==> config.mk <==
export PLATFORM = sky130hd
export DESIGN_NAME = blinking_traffic_light_sequencer
export DESIGN_NICKNAME = d
export VERILOG_FILES = /design/src/design/bltl_pkg.sv /design/src/design/bltl_seq.sv /design/src/design/blinking_traffic_light_sequencer.sv
export SDC_FILE = /design/constraint.sdc
export NUM_CORES = 1
export LEC_CHECK = 0
export BUFFER_PORTS_ARGS = -buffer_cell sky130_fd_sc_hd__buf_2
export CORE_MARGIN = 2
export CORE_UTILIZATION = 35
export DETAILED_ROUTE_END_ITERATION = 12
export PLACE_DENSITY = 0.47
export REMOVE_ABC_BUFFERS = 1
export SYNTH_ARGS = -nofsm -noshare
export SYNTH_HDL_FRONTEND = slang
export SYNTH_HIERARCHICAL = 1
export SYNTH_SLANG_ARGS = --single-unit
==> constraint.sdc <==
create_clock -name clock -period 5.4 [get_ports clock]
set_clock_uncertainty 0.2 [all_clocks]
set_input_delay 0.54 -clock clock [delete_from_list [all_inputs] [get_ports clock]]
set_output_delay 0.54 -clock clock [all_outputs]
set_load 0.02 [all_outputs]
==> src/design/bltl_pkg.sv <==
// shared types and constants for the blinking traffic light sequencer
package bltl_pkg;

   // configuration register indexes
   typedef enum logic [2:0] {
      REG_GREEN_HALVES  = 3'd0,
      REG_YELLOW_HALVES = 3'd1,
      REG_RED_HALVES    = 3'd2,
      REG_STEP_PERIOD   = 3'd3,
      REG_DEBOUNCE      = 3'd4
   } reg_index_type;

   // phase codes
   typedef enum logic [1:0] {
      PHASE_GREEN  = 2'd0,
      PHASE_YELLOW = 2'd1,
      PHASE_RED    = 2'd2,
      PHASE_SPARE  = 2'd3
   } phase_type;

   // lamp bit positions: bit 0 red, bit 1 yellow, bit 2 green
   localparam logic [2:0] LAMP_RED    = 3'b001;
   localparam logic [2:0] LAMP_YELLOW = 3'b010;
   localparam logic [2:0] LAMP_GREEN  = 3'b100;

   // register reset values
   localparam logic [7:0]  GREEN_HALVES_RST  = 8'd14;
   localparam logic [7:0]  YELLOW_HALVES_RST = 8'd6;
   localparam logic [7:0]  RED_HALVES_RST    = 8'd10;
   localparam logic [15:0] STEP_PERIOD_RST   = 16'd500;
   localparam logic [15:0] DEBOUNCE_RST      = 16'd300;

   // configuration seen by the sequencer
   typedef struct packed {
      logic [7:0]  green_halves;
      logic [7:0]  yellow_halves;
      logic [7:0]  red_halves;
      logic [15:0] step_period_ms;
      logic [15:0] debounce_ms;
   } cfg_type;

   // one result item
   typedef struct packed {
      logic       system_on;
      logic       display_update;
      logic [7:0] display_value;
      logic       display_blank;
      logic       green_on;
      logic       yellow_on;
      logic       red_on;
   } result_type;

endpackage

==> src/design/bltl_seq.sv <==
// sequencer state and the per-tick update
module bltl_seq
   import bltl_pkg::*;
#(
   parameter int TIMER_WIDTH = 16
) (
   input  logic       clock,
   input  logic       reset,
   input  cfg_type    cfg,
   input  logic       tick_valid,
   input  logic       button_level,
   output result_type result
);

   localparam int LW = (TIMER_WIDTH > 16) ? TIMER_WIDTH : 16;

   logic                   enabled_ff, enabled_in;
   logic                   prev_button_ff, prev_button_in;
   logic [TIMER_WIDTH-1:0] debounce_ff, debounce_in;
   logic [TIMER_WIDTH-1:0] step_ff, step_in;
   phase_type              phase_ff, phase_in;
   logic [7:0]             halves_ff, halves_in;
   logic                   lit_ff, lit_in;
   logic [7:0]             seconds_ff, seconds_in;
   logic [2:0]             lamps_ff, lamps_in;
   logic [7:0]             shown_ff, shown_in;

   logic [LW-1:0]          deb_ext, step_ext;
   logic [TIMER_WIDTH-1:0] deb_lim, step_lim, deb_tick, step_tick;
   logic                   toggle, update;
   logic [7:0]             cur_halves, next_halves, halves_dec;
   logic [2:0]             cur_lamp;
   phase_type              next_phase;

   // period clamped to the timer range
   always_comb begin
      deb_ext  = LW'(cfg.debounce_ms);
      step_ext = LW'(cfg.step_period_ms);
      deb_lim  = ((deb_ext >> TIMER_WIDTH) != '0) ? '1 : deb_ext[TIMER_WIDTH-1:0];
      step_lim = ((step_ext >> TIMER_WIDTH) != '0) ? '1 : step_ext[TIMER_WIDTH-1:0];
      deb_tick  = (debounce_ff >= deb_lim) ? deb_lim : debounce_ff + 1'b1;
      step_tick = (step_ff >= step_lim) ? step_lim : step_ff + 1'b1;
   end

   // phase length and lamp of the current phase
   always_comb begin
      case (phase_ff)
         PHASE_GREEN: begin
            cur_halves = cfg.green_halves;
            cur_lamp   = LAMP_GREEN;
            next_phase = PHASE_YELLOW;
         end
         PHASE_YELLOW: begin
            cur_halves = cfg.yellow_halves;
            cur_lamp   = LAMP_YELLOW;
            next_phase = PHASE_RED;
         end
         default: begin
            cur_halves = cfg.red_halves;
            cur_lamp   = LAMP_RED;
            next_phase = PHASE_GREEN;
         end
      endcase
      case (next_phase)
         PHASE_GREEN:  next_halves = cfg.green_halves;
         PHASE_YELLOW: next_halves = cfg.yellow_halves;
         default:      next_halves = cfg.red_halves;
      endcase
   end

   // button handling and one sequencer step
   always_comb begin
      toggle         = prev_button_ff && !button_level && (deb_tick >= deb_lim);
      enabled_in     = enabled_ff ^ toggle;
      debounce_in    = toggle ? '0 : deb_tick;
      prev_button_in = button_level;
      step_in        = step_tick;
      phase_in       = phase_ff;
      halves_in      = halves_ff;
      lit_in         = lit_ff;
      seconds_in     = seconds_ff;
      lamps_in       = lamps_ff;
      shown_in       = shown_ff;
      update         = 1'b0;
      halves_dec     = halves_ff - 8'd1;
      if (enabled_in) begin
         if (step_tick >= step_lim) begin
            step_in = '0;
            if (halves_ff == cur_halves) begin
               seconds_in = {1'b0, cur_halves[7:1]} - 8'd1;
               lit_in     = 1'b1;
               lamps_in   = cur_lamp;
            end else begin
               lit_in   = !lit_ff;
               lamps_in = lit_in ? (lamps_ff | cur_lamp) : (lamps_ff & ~cur_lamp);
            end
            if (lit_in) begin
               shown_in   = seconds_in;
               update     = 1'b1;
               seconds_in = seconds_in - 8'd1;
            end
            halves_in = halves_dec;
            if (halves_dec == 8'd0) begin
               phase_in  = next_phase;
               halves_in = next_halves;
            end
         end
      end else begin
         lamps_in = 3'b000;
      end
   end

   // result of this tick
   always_comb begin
      result.red_on         = lamps_in[0];
      result.yellow_on      = lamps_in[1];
      result.green_on       = lamps_in[2];
      result.display_blank  = !enabled_in;
      result.display_value  = shown_in;
      result.display_update = update;
      result.system_on      = enabled_in;
   end

   // state registers
   always_ff @(posedge clock) begin
      if (reset) begin
         enabled_ff     <= 1'b1;
         prev_button_ff <= 1'b1;
         debounce_ff    <= '0;
         step_ff        <= '0;
         phase_ff       <= PHASE_GREEN;
         halves_ff      <= GREEN_HALVES_RST;
         lit_ff         <= 1'b0;
         seconds_ff     <= 8'd0;
         lamps_ff       <= 3'b000;
         shown_ff       <= 8'd0;
      end else if (tick_valid) begin
         enabled_ff     <= enabled_in;
         prev_button_ff <= prev_button_in;
         debounce_ff    <= debounce_in;
         step_ff        <= step_in;
         phase_ff       <= phase_in;
         halves_ff      <= halves_in;
         lit_ff         <= lit_in;
         seconds_ff     <= seconds_in;
         lamps_ff       <= lamps_in;
         shown_ff       <= shown_in;
      end
   end

endmodule

==> src/design/blinking_traffic_light_sequencer.sv <==
// top level: configuration registers, sequencer and output buffer
//
// channel  direction  fields
// req_     in         tdata[0] button_level
// rsp_     out        tdata[13:0] lamps, blank, display value, update, system_on
// csr_     in         index, wdata (register write)
//
// one tick item is taken per cycle while the skid entry is empty; its result
// is registered into a two-entry output buffer (main plus skid), which keeps
// req_tready registered, so input continues while one result waits.
// reset restores the configuration registers, sequencer state and buffer valid
// flags; buffer data is not reset. csr writes are always taken.
module blinking_traffic_light_sequencer
   import bltl_pkg::*;
#(
   parameter int TIMER_WIDTH = 16
) (
   input  logic        clock,
   input  logic        reset,
   input  logic        req_tvalid,
   output logic        req_tready,
   input  logic [7:0]  req_tdata,   // [0] button_level, [7:1] zero
   output logic        rsp_tvalid,
   input  logic        rsp_tready,
   output logic [15:0] rsp_tdata,   // [0] red_on, [1] yellow_on, [2] green_on,
                                    // [3] display_blank, [11:4] display_value,
                                    // [12] display_update, [13] system_on
   input  logic        csr_valid,
   output logic        csr_ready,
   input  logic [2:0]  csr_index,
   input  logic [15:0] csr_wdata
);

   cfg_type    cfg_ff;
   result_type result;
   result_type main_ff, skid_ff;
   logic       main_valid_ff, skid_valid_ff;
   logic       push, pop;

   // configuration registers
   assign csr_ready = 1'b1;

   always_ff @(posedge clock) begin
      if (reset) begin
         cfg_ff.green_halves   <= GREEN_HALVES_RST;
         cfg_ff.yellow_halves  <= YELLOW_HALVES_RST;
         cfg_ff.red_halves     <= RED_HALVES_RST;
         cfg_ff.step_period_ms <= STEP_PERIOD_RST;
         cfg_ff.debounce_ms    <= DEBOUNCE_RST;
      end else if (csr_valid) begin
         case (reg_index_type'(csr_index))
            REG_GREEN_HALVES:  cfg_ff.green_halves   <= csr_wdata[7:0];
            REG_YELLOW_HALVES: cfg_ff.yellow_halves  <= csr_wdata[7:0];
            REG_RED_HALVES:    cfg_ff.red_halves     <= csr_wdata[7:0];
            REG_STEP_PERIOD:   cfg_ff.step_period_ms <= csr_wdata;
            REG_DEBOUNCE:      cfg_ff.debounce_ms    <= csr_wdata;
            default: ;
         endcase
      end
   end

   // input transfer
   assign req_tready = !skid_valid_ff;
   assign push       = req_tvalid && req_tready;
   assign pop        = main_valid_ff && rsp_tready;

   bltl_seq #(
      .TIMER_WIDTH (TIMER_WIDTH)
   ) u_seq (
      .clock        (clock),
      .reset        (reset),
      .cfg          (cfg_ff),
      .tick_valid   (push),
      .button_level (req_tdata[0]),
      .result       (result)
   );

   // output buffer control
   always_ff @(posedge clock) begin
      if (reset) begin
         main_valid_ff <= 1'b0;
         skid_valid_ff <= 1'b0;
      end else if (!main_valid_ff || pop) begin
         main_valid_ff <= skid_valid_ff || push;
         skid_valid_ff <= skid_valid_ff && push;
      end else if (push) begin
         skid_valid_ff <= 1'b1;
      end
   end

   // output buffer data
   always_ff @(posedge clock) begin
      if (!main_valid_ff || pop) begin
         main_ff <= skid_valid_ff ? skid_ff : result;
         if (skid_valid_ff) begin
            skid_ff <= result;
         end
      end else if (push) begin
         skid_ff <= result;
      end
   end

   assign rsp_tvalid = main_valid_ff;
   assign rsp_tdata  = {2'b00, main_ff};

endmodule

==> summary.md <==
| Metric | Value |
|---|---|
| Synthesized cell area | 0.00977 sq mm |
| Yosys top cell by area | dfxtp_1 |
| Ratio of cells with drive above 1 in the final layout | 13.3% |
| Outcome | completed |
| Detailed-route via count | 7710 |
| GR Overflow Total | 0 |
| IO Pins | 51 |
| Sw power | 0.000781 W |
| Hold/Removal Path Class | in -> reg |
| Synthesized area per cell | 8.91 sq um |
| Synth top area share | 25.0% |
| Distinct cells, synth | 79 |
| Vias in the first global route | 7580 |
| Final setup viols | 0 |
| Seq/Total Area, Yosys | 33.6% |
| CTS HTree Levels | 4 |
| Sequential share of power | 43.9% |
| Hold_buf cts | 0 |
| Min Tclk post-route | 5.10 ns |
| Setup Crit Path Kind | reg -> reg |
| Insertion delay to the later sink of the worst-skew pair | 0.43 ns |
| Die area | 0.0293 sq mm |
| Port Buf Inserts | 40 |
| Row cnt | 61 |
| Initial antenna violation count | 0 |
| Sw Ratio | 29.1% |
| GRT Max-Usage Layer | met2 |
| Yosys Warn Count | 6 |
| DR DRC count | 0 |
| Met1 GRT Util | 22.8% |
| Number of synthesized flops with an enable pin | 28 |
| Iter 0 DRT Violations | 466 |
| Initial core utilization | 35.4% |
| Tightest Pin Transition | 1.15 ns |
| RD Place Congestion | 0.813 |
| Total of max-cap violations | 0 |
| First-pass GRT wire length | 40.0 mm |
| Met2 Use GR | 30.1% |
| Final nets | 1237 |
| Antenna Cells | 0 |
| HPWL Detailed | 17.9 mm |
| Logic gate share of total power | 10.4% |
| Setup Fix Bufs, Post-CTS | 0 |
| Final core utilization | 40.1% |
| Die W | 171 microns |
| Startpoint Class | flop |
| P_leak | 4.75 nW |
| Setup TNS Final | 0 ns |
| TritonCTS clock tree | yes |
| Period Utilization, post-route | 94.4% |
| Fmax | 0.196 GHz |
| P&R area growth vs syn | 13.3% |
| Max Slew Vio Count | 0 |
| Top FF cell, synth | dfxtp_1 |
| Clock Pin Slew Worst Setup and Hold Paths | 0.08 ns |
| Syn Inst Count | 1097 |
| Worst EP required | 5.39 ns |
| Async S/R FF share, synth | 0% |
| CTS buffer count | 17 |
| Met3 Usage GRT | 2.34% |
| Die Ht | 171 microns |
| Largest net degree at the start of global routing | 71 |
| Count of state elements after synthesis | 150 |
| Synth top area cells | dfxtp_1, mux2i_1, ha_1, edfxtp_1, nand2b_1 |
| Worst Path Max Fanout | 10 |
| Core area | 0.0276 sq mm |
| Clk network pwr share | 45.7% |
| Power Dens Cells | 242 mW/mm^2 |
| Routed Antenna Nets | 0 |
| Worst rel slew slack | 23.4% |
| Worst Path Arrival | 5.09 ns |
| Final Hold Violating Endpoints | 0 |
| Worst VDD drop | 0.000198 V |
| Drt wl/cell | 16.1 microns |
| DR pass1 iterations | 5 |
| Final Routed Wirelength | 24.6 mm |
| All-layer global routing usage | 17.5% |
| RSZ-0062 raised after global routing | false |
| CP Capture Type | flop |
| Clk sinks | 150 |
| Max Buffers Root-to-Sink | 2 |
| DR vias/cell | 5.05 |
| Root buf cell | clkbuf_16 |
| Cell internal pwr | 0.00190 W |
-- Yosys cell counts (11+ instances only) --
master and count:
a211o_1 11, a211oi_1 14, a21o_1 12, a21oi_1 48, buf_2 18, clkbuf_1 29
dfxtp_1 122, edfxtp_1 28, ha_1 70, inv_1 65, mux2_2 23, mux2i_1 101
nand2_1 74, nand2b_1 66, nand3_1 35, nor2_1 81, nor2b_1 21, nor3_1 15
o211ai_1 18, o21ai_0 34, o21ai_1 27, o2bb2ai_1 11, xnor2_1 29, xor2_1 11
-- layout make-up --
cell class	instances	area (sq um)
Fill cell	2885	16600
Multi-Input combinational cell	820	5950
Sequential cell	150	3280
Timing Repair Buffer	78	513
Tap cell	378	473
Clock buffer	17	425
Inverter	68	255
Clock inverter	15	181
-- cells by family after synthesis --
family          after synthesis  share of synthesized area, %
compound gates              220                          15.0
simple gates                355                          18.9
fa+ha+maj                    70                          8.96
other cells                   2                        0.0768
flops                       150                          33.6
xor+xnor                     41                          3.75
buf+inv                     128                          5.80
mux                         131                          14.0
-- power groups by stage --
stage	registers, W	clock network (W)	logic (W)
2_1_floorplan	0.00121	0	0.000161
3_3_place_gp	0.00120	0	0.000280
3_5_place_dp	0.00120	0	0.000281
4_1_cts	0.00118	0.00127	0.000282
5_1_grt	0.00118	0.00131	0.000312
6_report	0.00118	0.00122	0.000279
-- registers in the layout, summed over array words and instances, names as in the netlist --
signal	count
u_seq/enabled_ff	1
u_seq/debounce_ff	16
u_seq/prev_button_ff	1
u_seq/shown_ff	8
u_seq/lamps_ff	3
skid_valid_ff	1
u_seq/step_ff	16
cfg_ff	56
u_seq/halves_ff	8
u_seq/phase_ff	2
rsp_tdata	14
u_seq/seconds_ff	8
rsp_tvalid	1
u_seq/lit_ff	1
skid_ff	14
-- cells in the final DEF, fill, tap and decap left out, drive strengths merged, types with 7 or more instances in the layout --
master and n:
buf 78, inv 74, edfxtp 28, nand4 9, a21oi 49, mux2 29
o2bb2ai 11, ha 70, dfxtp 122, xor2 11, nor3 15, clkbuf 17
nor4 7, nor2 81, nor2b 21, xnor2 30, mux2i 102, nand2 74
and3 9, o21ai 62, o211ai 19, nand3 35, a21o 12, clkinv 7
a211oi 15, a211o 11, nand2b 66
-- critical path, cell delays in order, from the launching register on --
cell and delay (ns):
dfxtp_1 0.33, inv_1 0.06, ha_1 0.26, nand2b_1 0.14, a21o_1 0.17, a21o_1 0.17, a21oi_1 0.15, o21ai_1 0.12
a41oi_2 0.21, buf_4 0.24, mux2i_1 0.31, ha_1 0.28, nand2b_1 0.14, a2111oi_1 0.41, nor3_1 0.12, o31ai_1 0.28
buf_4 0.20, nand2_1 0.12, and3_2 0.34, mux2_1 0.36, mux2_2 0.27
-- routing by layer --
metal  wire length [microns]  share of wire, %  vias up
met3                     534               2.2       25
met4                     393               1.6        0
li1                        -                 -     3986
met2                   11900                48       87
met5                       0                 0        -
met1                   11800                48     3612
-- final timing paths --
check / start / end / slack, ns / cells past startpoint
max reg2reg: u_seq/step_ff[0] / rsp_tdata[8] / 0.30 / 20
min: req_tdata[0] / u_seq/prev_button_ff / 0.14 / 2
max: u_seq/step_ff[0] / rsp_tdata[8] / 0.30 / 20
min reg2reg: u_seq/shown_ff[4] / u_seq/shown_ff[4] / 0.26 / 2
-- per-stage QoR --
| stage | worst slack [ns] | hold slack [ns] | instances | total power [W] | instance area (sq um) |
|---|---|---|---|---|---|
| after floorplan | -0.254 | 0.226 | 1038 | 0.00137 | 9470 |
| after global placement | 0.0848 | 0.242 | 1494 | 0.00148 | 10500 |
| after global routing | 0.00138 | 0.133 | 1526 | 0.00280 | 11100 |
| after detailed placement | 0.113 | 0.247 | 1494 | 0.00148 | 10500 |
| final | 0.302 | 0.135 | 1526 | 0.00268 | 11100 |
| after CTS | 0.0988 | 0.118 | 1526 | 0.00273 | 11100 |
-- repair_timing --
| action | 4_1_cts | 5_1_grt |
|---|---|---|
| resized for setup | 0 | 3 |
| setup endpoints to repair | 0 | 41 |
| hold endpoints to repair | 0 | 0 |
No activity file was read; power rests on OpenSTA's default activity.
